### src/rtl/qsu_pkg.sv
// shared types and constants of the quantized sample unpacker
`default_nettype none
package qsu_pkg;

  typedef struct packed {
    logic [7:0] data_byte;
    logic       last_byte;
  } in_item_t;

  typedef struct packed {
    logic [63:0] sample_value;
    logic        last_of_run;
    logic        stream_done;
    logic [1:0]  status;
  } out_item_t;

  // one sample request handed from the front to the back
  typedef struct packed {
    logic [63:0] q;
    logic        lor;
    logic        done;
    logic [1:0]  status;
  } job_t;

  localparam logic [1:0] ST_OK         = 2'd0;
  localparam logic [1:0] ST_ZERO_COUNT = 2'd1;
  localparam logic [1:0] ST_ZERO_FILL  = 2'd2;

  localparam logic [2:0] REG_BITS_PER_SAMPLE = 3'd0;
  localparam logic [2:0] REG_OUTPUT_FORMAT   = 3'd1;
  localparam logic [2:0] REG_SCALE_BITS      = 3'd2;
  localparam logic [2:0] REG_OFFSET_BITS     = 3'd3;
  localparam logic [2:0] REG_SAMPLE_COUNT    = 3'd4;

endpackage
`default_nettype wire

### src/rtl/qsu_front.sv
// front end: takes bytes, cuts bit fields and queues sample requests
`default_nettype none
module qsu_front #(
  parameter int MAX_FIELD_BITS = 64
) (
  input  wire logic              clk,
  input  wire logic              rst,
  input  wire logic              in_valid,
  output logic                   in_stall,
  input  wire qsu_pkg::in_item_t in_data,
  input  wire logic [6:0]        bits_per_sample,
  input  wire logic [31:0]       sample_count,
  input  wire logic              bps_write,
  output logic                   push,
  output qsu_pkg::job_t          push_data,
  input  wire logic              q_full
);

  localparam int AW = $clog2(MAX_FIELD_BITS);
  localparam int CW = $clog2(MAX_FIELD_BITS + 1);
  localparam logic [6:0] MAX_W = 7'(MAX_FIELD_BITS);

  typedef enum logic [1:0] {S_IDLE, S_BITS, S_TAIL, S_FLUSH} state_t;

  state_t                    state;
  logic [MAX_FIELD_BITS-1:0] acc;
  logic [CW-1:0]             cnt;
  logic [31:0]               emitted;
  logic                      finished;
  logic [7:0]                byte_r;
  logic                      last_r;
  logic [2:0]                bit_idx;
  qsu_pkg::job_t             pend;
  logic                      pend_valid;

  logic [6:0]                wid;
  logic                      bit_in;
  logic [MAX_FIELD_BITS-1:0] acc_set;
  logic [CW-1:0]             cnt_inc;
  logic                      complete;
  logic                      can_emit;
  logic [31:0]               emitted_inc;
  logic                      fin_new;
  logic                      tail_emit;

  always_comb begin
    if (bits_per_sample == 7'd0) begin
      wid = 7'd1;
    end else if (bits_per_sample > MAX_W) begin
      wid = MAX_W;
    end else begin
      wid = bits_per_sample;
    end
    bit_in = byte_r[bit_idx];
    acc_set = acc;
    acc_set[cnt[AW-1:0]] = bit_in;
    cnt_inc = cnt + CW'(1);
    complete = 7'(cnt_inc) >= wid;
    can_emit = !pend_valid || !q_full;
    emitted_inc = emitted + 32'd1;
    fin_new = emitted_inc >= sample_count;
    tail_emit = last_r && !finished && (cnt != '0);
  end

  assign in_stall = (state != S_IDLE);

  always_comb begin
    push = 1'b0;
    push_data = pend;
    push_data.lor = (state == S_FLUSH);
    case (state)
      S_BITS:  push = complete && pend_valid && !q_full;
      S_TAIL:  push = tail_emit && pend_valid && !q_full;
      S_FLUSH: push = pend_valid && !q_full;
      default: push = 1'b0;
    endcase
  end

  always_ff @(posedge clk) begin
    if (rst) begin
      state <= S_IDLE;
      acc <= '0;
      cnt <= '0;
      emitted <= '0;
      finished <= 1'b0;
      pend_valid <= 1'b0;
      bit_idx <= '0;
    end else begin
      if (bps_write) begin
        acc <= '0;
        cnt <= '0;
      end
      case (state)
        S_IDLE: begin
          if (in_valid) begin
            byte_r <= in_data.data_byte;
            last_r <= in_data.last_byte;
            bit_idx <= 3'd7;
            if (sample_count == 32'd0) begin
              pend <= '{q: 64'd0, lor: 1'b0, done: 1'b0, status: qsu_pkg::ST_ZERO_COUNT};
              pend_valid <= 1'b1;
              state <= S_FLUSH;
            end else begin
              finished <= finished || (emitted >= sample_count);
              state <= S_BITS;
            end
          end
        end
        S_BITS: begin
          if (finished) begin
            state <= S_TAIL;
          end else if (complete) begin
            if (can_emit) begin
              pend <= '{q: 64'(acc_set), lor: 1'b0, done: fin_new, status: qsu_pkg::ST_OK};
              pend_valid <= 1'b1;
              emitted <= emitted_inc;
              finished <= fin_new;
              acc <= '0;
              cnt <= '0;
              bit_idx <= bit_idx - 3'd1;
              if (fin_new || bit_idx == 3'd0) begin
                state <= S_TAIL;
              end
            end
          end else begin
            acc <= acc_set;
            cnt <= cnt_inc;
            bit_idx <= bit_idx - 3'd1;
            if (bit_idx == 3'd0) begin
              state <= S_TAIL;
            end
          end
        end
        S_TAIL: begin
          if (!tail_emit) begin
            state <= S_FLUSH;
          end else if (can_emit) begin
            // unfinished field, high bits taken as zero
            pend <= '{q: 64'(acc), lor: 1'b0, done: fin_new, status: qsu_pkg::ST_ZERO_FILL};
            pend_valid <= 1'b1;
            emitted <= emitted_inc;
            finished <= fin_new;
            state <= S_FLUSH;
          end
        end
        S_FLUSH: begin
          if (!pend_valid || !q_full) begin
            pend_valid <= 1'b0;
            if (last_r) begin
              acc <= '0;
              cnt <= '0;
              emitted <= '0;
              finished <= 1'b0;
            end
            state <= S_IDLE;
          end
        end
        default: state <= S_IDLE;
      endcase
    end
  end

endmodule
`default_nettype wire

### src/rtl/qsu_queue.sv
// two-entry request queue between front and back
`default_nettype none
module qsu_queue (
  input  wire logic          clk,
  input  wire logic          rst,
  input  wire logic          push,
  input  wire qsu_pkg::job_t push_data,
  input  wire logic          pop,
  output qsu_pkg::job_t      head,
  output logic               empty,
  output logic               full
);

  qsu_pkg::job_t entry [2];
  logic          wr_ptr;
  logic          rd_ptr;
  logic [1:0]    count;

  assign head = entry[rd_ptr];
  assign empty = (count == 2'd0);
  assign full = (count == 2'd2);

  always_ff @(posedge clk) begin
    if (push) begin
      entry[wr_ptr] <= push_data;
    end
  end

  always_ff @(posedge clk) begin
    if (rst) begin
      wr_ptr <= 1'b0;
      rd_ptr <= 1'b0;
      count <= 2'd0;
    end else begin
      if (push) begin
        wr_ptr <= !wr_ptr;
      end
      if (pop) begin
        rd_ptr <= !rd_ptr;
      end
      case ({push, pop})
        2'b10:   count <= count + 2'd1;
        2'b01:   count <= count - 2'd1;
        default: count <= count;
      endcase
    end
  end

endmodule
`default_nettype wire

### src/rtl/qsu_back.sv
// back end: q / scale + offset in double, optional rounding to single
`default_nettype none
module qsu_back (
  input  wire logic          clk,
  input  wire logic          rst,
  input  wire qsu_pkg::job_t head,
  input  wire logic          empty,
  output logic               pop,
  input  wire logic          output_format,
  input  wire logic [63:0]   scale_bits,
  input  wire logic [63:0]   offset_bits,
  output logic               out_valid,
  input  wire logic          out_stall,
  output qsu_pkg::out_item_t out_data
);

  localparam logic [63:0] QNAN_D = 64'h7FF8000000000000;
  localparam logic [63:0] QNAN_S = 64'h000000007FC00000;

  typedef logic signed [13:0] exp_t;

  typedef enum logic [3:0] {
    S_IDLE, S_NORM, S_QCVT, S_DIV, S_DIVN, S_RND1, S_RND2,
    S_ADD1, S_ADD2, S_ADD3, S_FIN, S_DONE
  } state_t;

  typedef enum logic [1:0] {RET_ADD, RET_FIN, RET_OUT} ret_t;

  state_t        state;
  qsu_pkg::job_t job;
  logic [63:0]   nrm;
  logic [6:0]    nexp;
  logic [52:0]   sm;
  logic [5:0]    sshift;
  logic [53:0]   rem;
  logic [55:0]   qt;
  logic [5:0]    dcnt;
  exp_t          eq;
  logic          r_sign;
  exp_t          r_exp;
  logic [63:0]   r_man;
  logic          r_st;
  logic          r_fmt;
  logic          r_den;
  ret_t          r_ret;
  logic [63:0]   dval;
  logic [63:0]   res;
  logic [65:0]   a66;
  logic [65:0]   b66;
  exp_t          ae;
  logic          asign;
  logic          asub;
  logic [65:0]   sum;

  // scale operand
  logic        sc_sign;
  logic [10:0] sc_exp;
  logic [51:0] sc_frac;
  logic        sc_nan, sc_inf, sc_zero;
  exp_t        sc_eff;

  // integer to double rounding
  logic [53:0] qr;
  logic [52:0] ma_new;
  logic [6:0]  ea_new;

  // divider step
  logic        ge;
  logic [53:0] rem_sub;

  // denormalizing shift
  exp_t        sh;
  logic [63:0] lost_mask;

  // final rounding
  logic [53:0] rd;
  logic        up_d;
  logic [24:0] rs;
  logic        up_s;
  exp_t        en_d;
  exp_t        en_s;
  logic [63:0] packed_d;
  logic [63:0] packed_s;

  // adder operands
  logic        d_sign, o_sign;
  logic [10:0] d_exp, o_exp;
  logic [51:0] d_frac, o_frac;
  logic        d_nan, o_nan, d_inf, o_inf, d_zero, o_zero;
  logic        swap;
  logic [52:0] big_m, small_m;
  logic [10:0] big_e, small_e;
  logic [10:0] ediff;
  logic [65:0] small_w;
  logic [65:0] small_sh;
  logic [65:0] small_lost;

  always_comb begin
    sc_sign = scale_bits[63];
    sc_exp = scale_bits[62:52];
    sc_frac = scale_bits[51:0];
    sc_nan = (sc_exp == 11'h7FF) && (sc_frac != '0);
    sc_inf = (sc_exp == 11'h7FF) && (sc_frac == '0);
    sc_zero = (sc_exp == 11'h000) && (sc_frac == '0);
    sc_eff = (sc_exp == 11'h000) ? exp_t'(1) : exp_t'({3'b000, sc_exp});

    qr = {1'b0, nrm[63:11]} + 54'(nrm[10] && ((nrm[9:0] != '0) || nrm[11]));
    ma_new = qr[53] ? {1'b1, 52'd0} : qr[52:0];
    ea_new = nexp + 7'(qr[53]);

    ge = rem >= {1'b0, sm};
    rem_sub = ge ? (rem - {1'b0, sm}) : rem;

    sh = exp_t'(1) - r_exp;
    lost_mask = ~(64'hFFFFFFFFFFFFFFFF << sh[5:0]);

    up_d = r_man[10] && ((r_man[9:0] != '0) || r_st || r_man[11]);
    rd = {1'b0, r_man[63:11]} + 54'(up_d);
    en_d = r_exp + exp_t'(rd[53]);
    if (r_den) begin
      packed_d = {r_sign, 10'd0, rd[52], rd[51:0]};
    end else if (en_d >= exp_t'(2047)) begin
      packed_d = {r_sign, 11'h7FF, 52'd0};
    end else begin
      packed_d = {r_sign, en_d[10:0], rd[51:0]};
    end

    up_s = r_man[39] && ((r_man[38:0] != '0) || r_st || r_man[40]);
    rs = {1'b0, r_man[63:40]} + 25'(up_s);
    en_s = r_exp + exp_t'(rs[24]);
    if (r_den) begin
      packed_s = {32'd0, r_sign, 7'd0, rs[23], rs[22:0]};
    end else if (en_s >= exp_t'(255)) begin
      packed_s = {32'd0, r_sign, 8'hFF, 23'd0};
    end else begin
      packed_s = {32'd0, r_sign, en_s[7:0], rs[22:0]};
    end

    d_sign = dval[63];
    d_exp = dval[62:52];
    d_frac = dval[51:0];
    o_sign = offset_bits[63];
    o_exp = offset_bits[62:52];
    o_frac = offset_bits[51:0];
    d_nan = (d_exp == 11'h7FF) && (d_frac != '0);
    o_nan = (o_exp == 11'h7FF) && (o_frac != '0);
    d_inf = (d_exp == 11'h7FF) && (d_frac == '0);
    o_inf = (o_exp == 11'h7FF) && (o_frac == '0);
    d_zero = (dval[62:0] == '0);
    o_zero = (offset_bits[62:0] == '0);
    swap = offset_bits[62:0] > dval[62:0];
    if (swap) begin
      big_m = {o_exp != '0, o_frac};
      big_e = (o_exp == '0) ? 11'd1 : o_exp;
      small_m = {d_exp != '0, d_frac};
      small_e = (d_exp == '0) ? 11'd1 : d_exp;
    end else begin
      big_m = {d_exp != '0, d_frac};
      big_e = (d_exp == '0) ? 11'd1 : d_exp;
      small_m = {o_exp != '0, o_frac};
      small_e = (o_exp == '0) ? 11'd1 : o_exp;
    end
    ediff = big_e - small_e;
    small_w = {1'b0, small_m, 12'd0};
    small_sh = small_w >> ediff;
    small_lost = small_w & ~(66'h3FFFFFFFFFFFFFFFF << ediff);
  end

  assign pop = (state == S_IDLE) && !empty;

  always_ff @(posedge clk) begin
    if (rst) begin
      state <= S_IDLE;
      out_valid <= 1'b0;
    end else begin
      if (out_valid && !out_stall) begin
        out_valid <= 1'b0;
      end
      case (state)
        S_IDLE: begin
          if (!empty) begin
            job <= head;
            if (head.status == qsu_pkg::ST_ZERO_COUNT) begin
              res <= 64'd0;
              state <= S_DONE;
            end else begin
              nrm <= head.q;
              nexp <= 7'd63;
              sm <= {sc_exp != '0, sc_frac};
              sshift <= 6'd0;
              state <= S_NORM;
            end
          end
        end
        S_NORM: begin
          // bring q and a subnormal divisor to a leading one, a byte or a bit a cycle
          if ((nrm != '0) && !nrm[63]) begin
            if (nrm[63:56] == '0) begin
              nrm <= nrm << 8;
              nexp <= nexp - 7'd8;
            end else begin
              nrm <= nrm << 1;
              nexp <= nexp - 7'd1;
            end
          end
          if ((sm != '0) && !sm[52]) begin
            if (sm[52:45] == '0) begin
              sm <= sm << 8;
              sshift <= sshift + 6'd8;
            end else begin
              sm <= sm << 1;
              sshift <= sshift + 6'd1;
            end
          end
          if (((nrm == '0) || nrm[63]) && ((sm == '0) || sm[52])) begin
            state <= S_QCVT;
          end
        end
        S_QCVT: begin
          if (sc_nan) begin
            dval <= QNAN_D;
            state <= S_ADD1;
          end else if (sc_inf) begin
            dval <= {sc_sign, 63'd0};
            state <= S_ADD1;
          end else if (sc_zero) begin
            dval <= (job.q == '0) ? QNAN_D : {sc_sign, 11'h7FF, 52'd0};
            state <= S_ADD1;
          end else if (job.q == '0) begin
            dval <= {sc_sign, 63'd0};
            state <= S_ADD1;
          end else begin
            rem <= {1'b0, ma_new};
            qt <= '0;
            dcnt <= 6'd0;
            eq <= exp_t'(ea_new) - sc_eff + exp_t'(sshift) + exp_t'(2046);
            state <= S_DIV;
          end
        end
        S_DIV: begin
          rem <= {rem_sub[52:0], 1'b0};
          qt <= {qt[54:0], ge};
          dcnt <= dcnt + 6'd1;
          if (dcnt == 6'd55) begin
            state <= S_DIVN;
          end
        end
        S_DIVN: begin
          r_sign <= sc_sign;
          r_st <= (rem != '0);
          r_fmt <= 1'b1;
          r_ret <= RET_ADD;
          if (qt[55]) begin
            r_man <= {qt, 8'd0};
            r_exp <= eq;
          end else begin
            r_man <= {qt[54:0], 9'd0};
            r_exp <= eq - exp_t'(1);
          end
          state <= S_RND1;
        end
        S_RND1: begin
          r_den <= (r_exp < exp_t'(1));
          if (r_exp < exp_t'(1)) begin
            if (sh >= exp_t'(64)) begin
              r_man <= '0;
              r_st <= r_st || (r_man != '0);
            end else begin
              r_man <= r_man >> sh[5:0];
              r_st <= r_st || ((r_man & lost_mask) != '0);
            end
          end
          state <= S_RND2;
        end
        S_RND2: begin
          case (r_ret)
            RET_ADD: begin
              dval <= packed_d;
              state <= S_ADD1;
            end
            RET_FIN: begin
              res <= packed_d;
              state <= S_FIN;
            end
            RET_OUT: begin
              res <= r_fmt ? packed_d : packed_s;
              state <= S_DONE;
            end
            default: state <= S_IDLE;
          endcase
        end
        S_ADD1: begin
          state <= S_FIN;
          if (d_nan || o_nan || (d_inf && o_inf && (d_sign != o_sign))) begin
            res <= QNAN_D;
          end else if (d_inf) begin
            res <= dval;
          end else if (o_inf) begin
            res <= offset_bits;
          end else if (d_zero && o_zero) begin
            res <= {d_sign && o_sign, 63'd0};
          end else if (d_zero) begin
            res <= offset_bits;
          end else if (o_zero) begin
            res <= dval;
          end else begin
            a66 <= {1'b0, big_m, 12'd0};
            // lost bits jammed into the lowest position
            if (ediff >= 11'd66) begin
              b66 <= 66'd1;
            end else begin
              b66 <= small_sh | 66'(small_lost != '0);
            end
            ae <= exp_t'({3'b000, big_e}) + exp_t'(1);
            asign <= swap ? o_sign : d_sign;
            asub <= d_sign ^ o_sign;
            state <= S_ADD2;
          end
        end
        S_ADD2: begin
          sum <= asub ? (a66 - b66) : (a66 + b66);
          state <= S_ADD3;
        end
        S_ADD3: begin
          if (sum == '0) begin
            res <= 64'd0;
            state <= S_FIN;
          end else if (!sum[65]) begin
            if (sum[65:58] == '0) begin
              sum <= sum << 8;
              ae <= ae - exp_t'(8);
            end else begin
              sum <= sum << 1;
              ae <= ae - exp_t'(1);
            end
          end else begin
            r_man <= sum[65:2];
            r_st <= (sum[1:0] != '0);
            r_exp <= ae;
            r_sign <= asign;
            r_fmt <= 1'b1;
            r_ret <= RET_FIN;
            state <= S_RND1;
          end
        end
        S_FIN: begin
          if (output_format) begin
            if ((res[62:52] == 11'h7FF) && (res[51:0] != '0)) begin
              res <= QNAN_D;
            end
            state <= S_DONE;
          end else if (res[62:52] == 11'h7FF) begin
            res <= (res[51:0] != '0) ? QNAN_S : {32'd0, res[63], 8'hFF, 23'd0};
            state <= S_DONE;
          end else if (res[62:52] == 11'h000) begin
            // double subnormals are far below the single range
            res <= {32'd0, res[63], 31'd0};
            state <= S_DONE;
          end else begin
            r_man <= {1'b1, res[51:0], 11'd0};
            r_st <= 1'b0;
            r_exp <= exp_t'({3'b000, res[62:52]}) - exp_t'(896);
            r_sign <= res[63];
            r_fmt <= 1'b0;
            r_ret <= RET_OUT;
            state <= S_RND1;
          end
        end
        S_DONE: begin
          if (!out_valid || !out_stall) begin
            out_valid <= 1'b1;
            out_data <= '{sample_value: res, last_of_run: job.lor,
                          stream_done: job.done, status: job.status};
            state <= S_IDLE;
          end
        end
        default: state <= S_IDLE;
      endcase
    end
  end

endmodule
`default_nettype wire

### src/rtl/quantized_sample_unpacker.sv
// top level of the quantized sample unpacker
// Packed bytes enter on the in channel (in_valid, in_stall, in_data), most
// significant bit first, and are cut into fields of bits_per_sample bits.
// Each field q leaves on the out channel as q / scale + offset in IEEE
// double, or rounded to single when output_format is 0.
// The front cuts fields one bit per cycle while the queue has room, takes
// no new byte until it is done with the last, and queues sample requests
// two deep. The back computes one sample at a time: integer conversion, a
// one-bit-per-cycle divider of 56 steps, the add and the roundings; the
// divider sets the throughput. Registers are written on cfg_write with
// cfg_index and cfg_data; the user must write them only while the block
// is idle, the block itself does not enforce it. Reset restores the
// register defaults and empties the stream state and the queue. A stall
// on the out channel holds the result register; the back then waits, the
// queue fills and in_stall rises.
`default_nettype none
module quantized_sample_unpacker #(
  parameter int MAX_FIELD_BITS = 64
) (
  input  wire logic               clk,
  input  wire logic               rst,
  input  wire logic               in_valid,
  output logic                    in_stall,
  input  wire qsu_pkg::in_item_t  in_data,
  output logic                    out_valid,
  input  wire logic               out_stall,
  output qsu_pkg::out_item_t      out_data,
  input  wire logic               cfg_write,
  input  wire logic [2:0]         cfg_index,
  input  wire logic [63:0]        cfg_data
);

  logic [6:0]    bits_per_sample;
  logic          output_format;
  logic [63:0]   scale_bits;
  logic [63:0]   offset_bits;
  logic [31:0]   sample_count;
  logic          bps_write;
  logic          push;
  qsu_pkg::job_t push_data;
  logic          pop;
  qsu_pkg::job_t head;
  logic          empty;
  logic          full;

  assign bps_write = cfg_write && (cfg_index == qsu_pkg::REG_BITS_PER_SAMPLE);

  always_ff @(posedge clk) begin
    if (rst) begin
      bits_per_sample <= 7'd8;
      output_format <= 1'b1;
      scale_bits <= 64'h3FF0000000000000;
      offset_bits <= 64'd0;
      sample_count <= 32'd0;
    end else if (cfg_write) begin
      case (cfg_index)
        qsu_pkg::REG_BITS_PER_SAMPLE: bits_per_sample <= cfg_data[6:0];
        qsu_pkg::REG_OUTPUT_FORMAT:   output_format <= cfg_data[0];
        qsu_pkg::REG_SCALE_BITS:      scale_bits <= cfg_data;
        qsu_pkg::REG_OFFSET_BITS:     offset_bits <= cfg_data;
        qsu_pkg::REG_SAMPLE_COUNT:    sample_count <= cfg_data[31:0];
        default: ;
      endcase
    end
  end

  qsu_front #(
    .MAX_FIELD_BITS(MAX_FIELD_BITS)
  ) u_front (
    .clk             (clk),
    .rst             (rst),
    .in_valid        (in_valid),
    .in_stall        (in_stall),
    .in_data         (in_data),
    .bits_per_sample (bits_per_sample),
    .sample_count    (sample_count),
    .bps_write       (bps_write),
    .push            (push),
    .push_data       (push_data),
    .q_full          (full)
  );

  qsu_queue u_queue (
    .clk       (clk),
    .rst       (rst),
    .push      (push),
    .push_data (push_data),
    .pop       (pop),
    .head      (head),
    .empty     (empty),
    .full      (full)
  );

  qsu_back u_back (
    .clk           (clk),
    .rst           (rst),
    .head          (head),
    .empty         (empty),
    .pop           (pop),
    .output_format (output_format),
    .scale_bits    (scale_bits),
    .offset_bits   (offset_bits),
    .out_valid     (out_valid),
    .out_stall     (out_stall),
    .out_data      (out_data)
  );

endmodule
`default_nettype wire

### config.mk
export PLATFORM = sky130hd
export DESIGN_NAME = quantized_sample_unpacker
export DESIGN_NICKNAME = d
export VERILOG_FILES = /design/src/rtl/qsu_pkg.sv /design/src/rtl/qsu_front.sv /design/src/rtl/qsu_queue.sv /design/src/rtl/qsu_back.sv /design/src/rtl/quantized_sample_unpacker.sv
export SDC_FILE = /design/constraint.sdc
export NUM_CORES = 2
export LEC_CHECK = 0
export ABC_AREA = 1
export BUFFER_PORTS_ARGS = -buffer_cell sky130_fd_sc_hd__clkbuf_2
export CAP_MARGIN = 20
export CELL_PAD_IN_SITES_DETAIL_PLACEMENT = 0
export CELL_PAD_IN_SITES_GLOBAL_PLACEMENT = 2
export CORE_MARGIN = 2
export CORE_UTILIZATION = 39
export CTS_CLUSTER_SIZE = 30
export DETAILED_ROUTE_END_ITERATION = 16
export PLACE_DENSITY = 0.79
export SYNTH_ARGS = -nofsm -noshare
export SYNTH_HDL_FRONTEND = slang
export SYNTH_HIERARCHICAL = 1
export SYNTH_SLANG_ARGS = --single-unit
export TNS_END_PERCENT = 50
### constraint.sdc
create_clock -name clk -period 13.8 [get_ports clk]
set_clock_uncertainty 0.2 [all_clocks]
set_input_delay 2.07 -clock clk [delete_from_list [all_inputs] [get_ports clk]]
set_output_delay 2.07 -clock clk [all_outputs]
set_load 0.01 [all_outputs]
**Word-level counts from Yosys, hierarchy flattened**

Memories as Yosys holds them, arrays and structs flattened. A register that Yosys moved wholly into a read port is not among the register bits.
Index checks and enable logic that the tools add are counted.

- Memories kept: 1
- Bits in writable memories: 136
- Input bits: 81
- Word-level logic and storage cells: 563
- Output and inout bits: 70
- Register bits after elaboration: 1,172

- Bitwise operators: 18
- Reductions and logical operators: 137
- Eq/ne operators: 78
- Shift operators: 4
- Multiplexer cells: 228
- Add/sub/neg operators: 29
- $lt $le $gt $ge: 14

Memory list:

| name | words | width | read ports | clocked after memory_dff | write ports | RTL line | source |
|---|---|---|---|---|---|---|---|
| u_queue.entry | 2 | 68 | 1 | 1 | 1 | qsu_queue.sv:14 | `qsu_pkg::job_t entry [2];` |

Operators by type and width:

| kind | count |
|---|---|
| $mux 64 | 38 |
| $pmux 64 s2 | 4 |
| $mux 68 | 7 |
| $mux 53 | 8 |
| $pmux 64 s5 | 1 |
| $mux 66 | 4 |
| $pmux 64 s4 | 1 |
| $mux 32 | 7 |
| $mux 56 | 4 |
| $mux 54 | 4 |
| $mux 14 | 15 |
| $reduce_bool 52->1 | 4 |
| $pmux 68 s3 | 1 |
| $reduce_bool 64->1 | 3 |
| $logic_not 52->1 | 3 |
| $pmux 66 s2 | 1 |
| $logic_not 64->1 | 2 |
| $logic_not 63->1 | 2 |
| $mux 63 | 2 |
| $pmux 56 s2 | 1 |
| $add 53x1->54 | 2 |
| $pmux 54 s2 | 1 |
| $pmux 53 s2 | 1 |
| $pmux 32 s3 | 1 |
| 125 further kinds | 391 |

**Logic depth before layout (Yosys ltp)**

- Depth after elaboration: 12
- Depth in mapped cells: 44
- Mapped depth without buffers: 44

**Modules after synthesis**

The synthesis kept the hierarchy.

By module, submodules not included:

| module | cells an instance | area each (um^2) | instances | seq. area each (um^2) |
|---|---|---|---|---|
| qsu_back | 8,732 | 64,270.4 | 1 | 24,363.4 |
| qsu_front | 1,689 | 11,928.9 | 1 | 4,484.3 |
| quantized_sample_unpacker | 980 | 6,817.8 | 1 | 3,363.2 |
| qsu_queue | 245 | 5,222.5 | 1 | 4,184.0 |

**Least setup slack after synthesis**

Ideal clock, no wire load.

- Path kind: in2reg
- Start point: in rst
- End point: reg u_back.a66[12] (enable)
- Arrival: 10,418 ps
- Setup time: 747 ps
- Path buffers: 1
- Required time: 12,853 ps
- Cell stages on the path: 2
- Setup slack: 2,435 ps
- Path through: clkbuf_1 > nor3_1

- Word-level cells in the longest chain between the ends: 2

RTL lines:

| element | RTL line | source |
|---|---|---|
| from (decl) | quantized_sample_unpacker.sv:21 | `input wire logic rst,` |
| $not 1->1 (no line) | - |  |
| $reduce_and 8->1 (no line) | - |  |
| to (signal assigned) | qsu_back.sv:307 | `a66 <= {1'b0, big_m, 12'd0};` |
| to (decl) | qsu_back.sv:48 | `logic [65:0] a66;` |

No other way between the ends.
A chain may end at the register's enable or synchronous reset.

**Worst setup path after layout**

- Start point: reg u_back.dval[54]
- End point: reg u_back.b66[0], data pin

- Word-level cells in the longest chain between the ends: 9
- Elaborated cells on any way between the ends: 15
- Classes of those cells: add/sub: 1; order compare: 2; shift: 2; mux: 4; bitwise: 3; reduce/logical: 3

RTL lines:

| element | RTL line | source |
|---|---|---|
| from (decl) | qsu_back.sv:46 | `logic [63:0] dval;` |
| from (signal assigned) | qsu_back.sv:224 | `dval <= {sc_sign, 63'd0};` |
| from (signal assigned) | qsu_back.sv:227 | `dval <= (job.q == '0) ? QNAN_D : {sc_sign, 11'h7FF, 52'd0};` |
| from (signal assigned) | qsu_back.sv:230 | `dval <= {sc_sign, 63'd0};` |
| branches (longest 9 deep; another with $gt 63x63->1) | - |  |
| to (signal assigned) | qsu_back.sv:312 | `b66 <= small_sh \| 66'(small_lost != '0);` |
| to (decl) | qsu_back.sv:49 | `logic [65:0] b66;` |

Several ways; the timed one is not identified.

==> flow_summary.toml <==
[sta]
post-route-period-util_pct = 58.6
max_freq_mhz = 124
setup_viol = 0
rsz0062_at_grt = "false"
drv_slew = 0
worst_hold_slack_ns = 0.226
maxSlewHeadroom_pct = 14.2
hold_violations = 0
fin_crit_ns = 8.08
worst_pin_slew_ns = 1.28
finalSetupTns_ns = 0
setup_ws_ns = 5.72

[clock_network]
clk_pin_slew_worst_paths_ns = 0.06
clk_path_buf_depth = 3
cts_root_buf = "clkbuf_16"
cts_tree = "done"
postCtsSetupRepairBufs = 0
cts_buffers = 159
postCtsHoldBufs = 0
insertion_delay_ns = 0.90
htreeDepth = 4
cts_sinks = 1308
ctsResizeCount = 0

[yosys]
synthSimpleGateAreaFrac_pct = 25.2
yosysWarnings = 6
synth_area_leaders = "edfxtp_1 35%, nand2_1 10%, dfxtp_1 6.5%"
synth_xor_area_share_pct = 2.09
synth_common_cells = "2414 x nand2_1, 1363 x nor2_1, 1330 x inv_1"
yosysUniqueCellTypes = 81
synthFlopType = "edfxtp_1"
synth_top_family_by_area = "simple AND/OR/NAND/NOR gates"
synth_compound_area_share_pct = 15.5
async_flop_share_pct = 0
synth_cells = 11600
syn_nets = 12100
synth_area_leader_cell = "edfxtp_1"
synth_fa_ha_area_share_pct = 5.35
synth_top_area_share_pct = 34.7
yosysSeqAreaShare_pct = 41.2
ys_ff_latch = 1308
avgSynthCellArea_sq_um = 7.58
synth-edff-count = 1020
muxShareOfSynthArea_pct = 1.96
synth.most_common_cell = "nand2_1"
synth_area_sq_um = 88200

[power_and_ir_drop]
power.switching_mw = 4.88
ir_worst_vdd_mv = 0.215
power.share.sequential_pct = 39.5
cellLeakagePower_nw = 39.2
swShare_pct = 37.2
p_int_mw = 8.25
combPwrFrac_pct = 26.6
pwr-share-clk_pct = 33.9
cellPowerDensity_nw_per_um2 = 135

[grt]
grt_max_degree = 104
grt_pass1_vias = 80700
gr-usage-all-layers_pct = 34.6
grt_overflow = 0
grt_pass1_wl_mm = 581
antenna_found_initial = 19

[setup_path]
endpoint = "u_back/b66[0]"
arrival_ns = 8.45
startpoint = "u_back/dval[54]"
cp_data_required_time_ns = 14.17
critPathLaunchType = "flip-flop"
end_kind = "flip-flop"
rr_startpoint = "u_back/dval[54]"
r2r-end = "u_back/b66[0]"
worstSetupPathType = "flip-flop to flip-flop"
r2r.worst_path.cells = 30
reg2reg_slack_ns = 5.72
crit_path_max_incr_delay_ns = 0.85
crit_fanout = 59
crit_path_top_delay_cell = "clkinv_1"

[drt]
detail-route-antenna-nets = 0
wirelength_mm = 410
dr.pass1.iters = 6
drt_iter0_markers = 9383
route.detailed.drc = 0
vias = 85300
wire_per_inst_um = 27.9
via_per_inst = 5.80

[floorplan]
die-area_sq_um = 230000
die_w_um = 480
ioPinCount = 151
core_sq_um = 225000
row_count = 174
start_util_pct = 39.2
die_h_um = 480

[cells_and_area]
area_delta_synth_final_pct = 10.5
finalNonFillerCells = 14700
drive_above_1_share_pct = 7.08
fillerInstances = 23000
final_nets = 12000
final_area_sq_um = 97500

[status]
status = "complete, no violations"

[place]
dp.cells = 14400
dpl_cell_area_sq_um = 91800
hpwl_mm = 319
place_ws_ns = 5.83
gp_congestion = 1.02
port_buffers = 150

[flow_run]
maxCapViolations = 0

[min_path]
hp-class = "flip-flop to flip-flop"
==> layer usage <==
layer | share of wire, % | vias up | GRT usage (%)
li1 | - | 39600 | -
met1 | 40 | 41300 | 42.9
met2 | 48 | 3635 | 58.7
met3 | 6.6 | 762 | 4.74
met4 | 5.9 | 8 | 17.6
met5 | 0.036 | - | 0.331
==> registers in the layout, indices dropped and copies added (netlist names), 32 cells and up, named ones only <==
signal and flops:
u_back/nrm 64, u_front/push_data 67, u_queue/entry 136, u_back/r_man 64, u_back/dval 64, u_back/qt 56
u_back/b66 65, scale_bits 64, u_front/emitted 32, sample_count 32, u_back/rem 54, u_back/res 64
u_back/sum 66, u_back/job 68, u_back/a66 53, u_back/sm 53, offset_bits 64, u_back/out_data 68
u_front/acc 64
==> cell families after synthesis <==
kind of cell | Yosys count
compound gates | 2435
xor+xnor | 211
fa+ha+maj | 374
buf+inv | 1929
flops | 1308
mux | 157
simple gates | 5232
==> how the worst min path moves through the flow <==
stage | start | end | slack, ns | cells after the start
after global placement | u_back/job[3] | u_back/out_data[3] | 0.22 | 0
after global routing | u_front/push_data[38] | u_queue/entry[0][38] | 0.24 | 0
after CTS | u_front/push_data[38] | u_queue/entry[0][38] | 0.23 | 0
after floorplan | u_back/job[0] | u_back/out_data[0] | 0.20 | 0
after detailed placement | u_back/job[1] | u_back/out_data[1] | 0.21 | 0
final | u_front/push_data[38] | u_queue/entry[0][38] | 0.23 | 0
==> power by group through the flow <==
stage | clock, mW | combinational, mW | sequential (mW)
3_3_place_gp | 0 | 3.45 | 5.25
6_report | 4.45 | 3.49 | 5.19
2_1_floorplan | 0 | 2.25 | 5.09
4_1_cts | 4.52 | 3.46 | 5.18
3_5_place_dp | 0 | 3.44 | 5.26
5_1_grt | 4.67 | 3.76 | 5.22
==> metrics by stage <==
step                utilization, %  total power, mW
detailed placement            40.8             8.70
global route                  43.3             13.7
global placement              40.8             8.70
CTS                           43.3             13.2
floorplan                        -             7.35
finish                        43.3             13.1
==> final cells by class <==
class                      instances  area (sq um)  area share, %
multi-input combinational       8409         44500           45.7
clock inverter                    98          1300           1.33
timing repair buffer             328          2130           2.19
sequential                      1308         36400           37.3
clock buffer                     200          4280           4.39
tap                             2992          3740           3.84
antenna                            5          12.5         0.0128
inverter                        1359          5110           5.24
==> layout by cell type, fill, tap and decap left out, types with 43 or more instances in the layout <==
cell type,n
o21ai_0,1086
mux2i_1,89
nand3_1,828
ha_1,368
nor4_1,199
edfxtp_1,1020
nand2_1,2412
dfxtp_1,287
o211ai_1,74
clkbuf_2,149
clkbuf_16,162
a31oi_1,67
nor2_1,1347
xor2_1,159
buf_4,171
o221ai_1,51
o2111ai_1,43
o22ai_1,73
or2_2,45
xnor2_1,51
nand4_1,158
nor3_1,133
mux2_2,48
o21ai_1,53
a21oi_1,741
inv_1,1322
==> critical path: cells and delay by family (launching register included) <==
kind	cells	cell delay, ns
AO/OA/AOI/OAI	2	0.63
adder cells (fa/ha/maj)	3	0.97
buffers and inverters	6	2.27
flip-flops	1	0.45
AND/OR/NAND/NOR	19	3.13
Power figures use the tool's default switching activity.
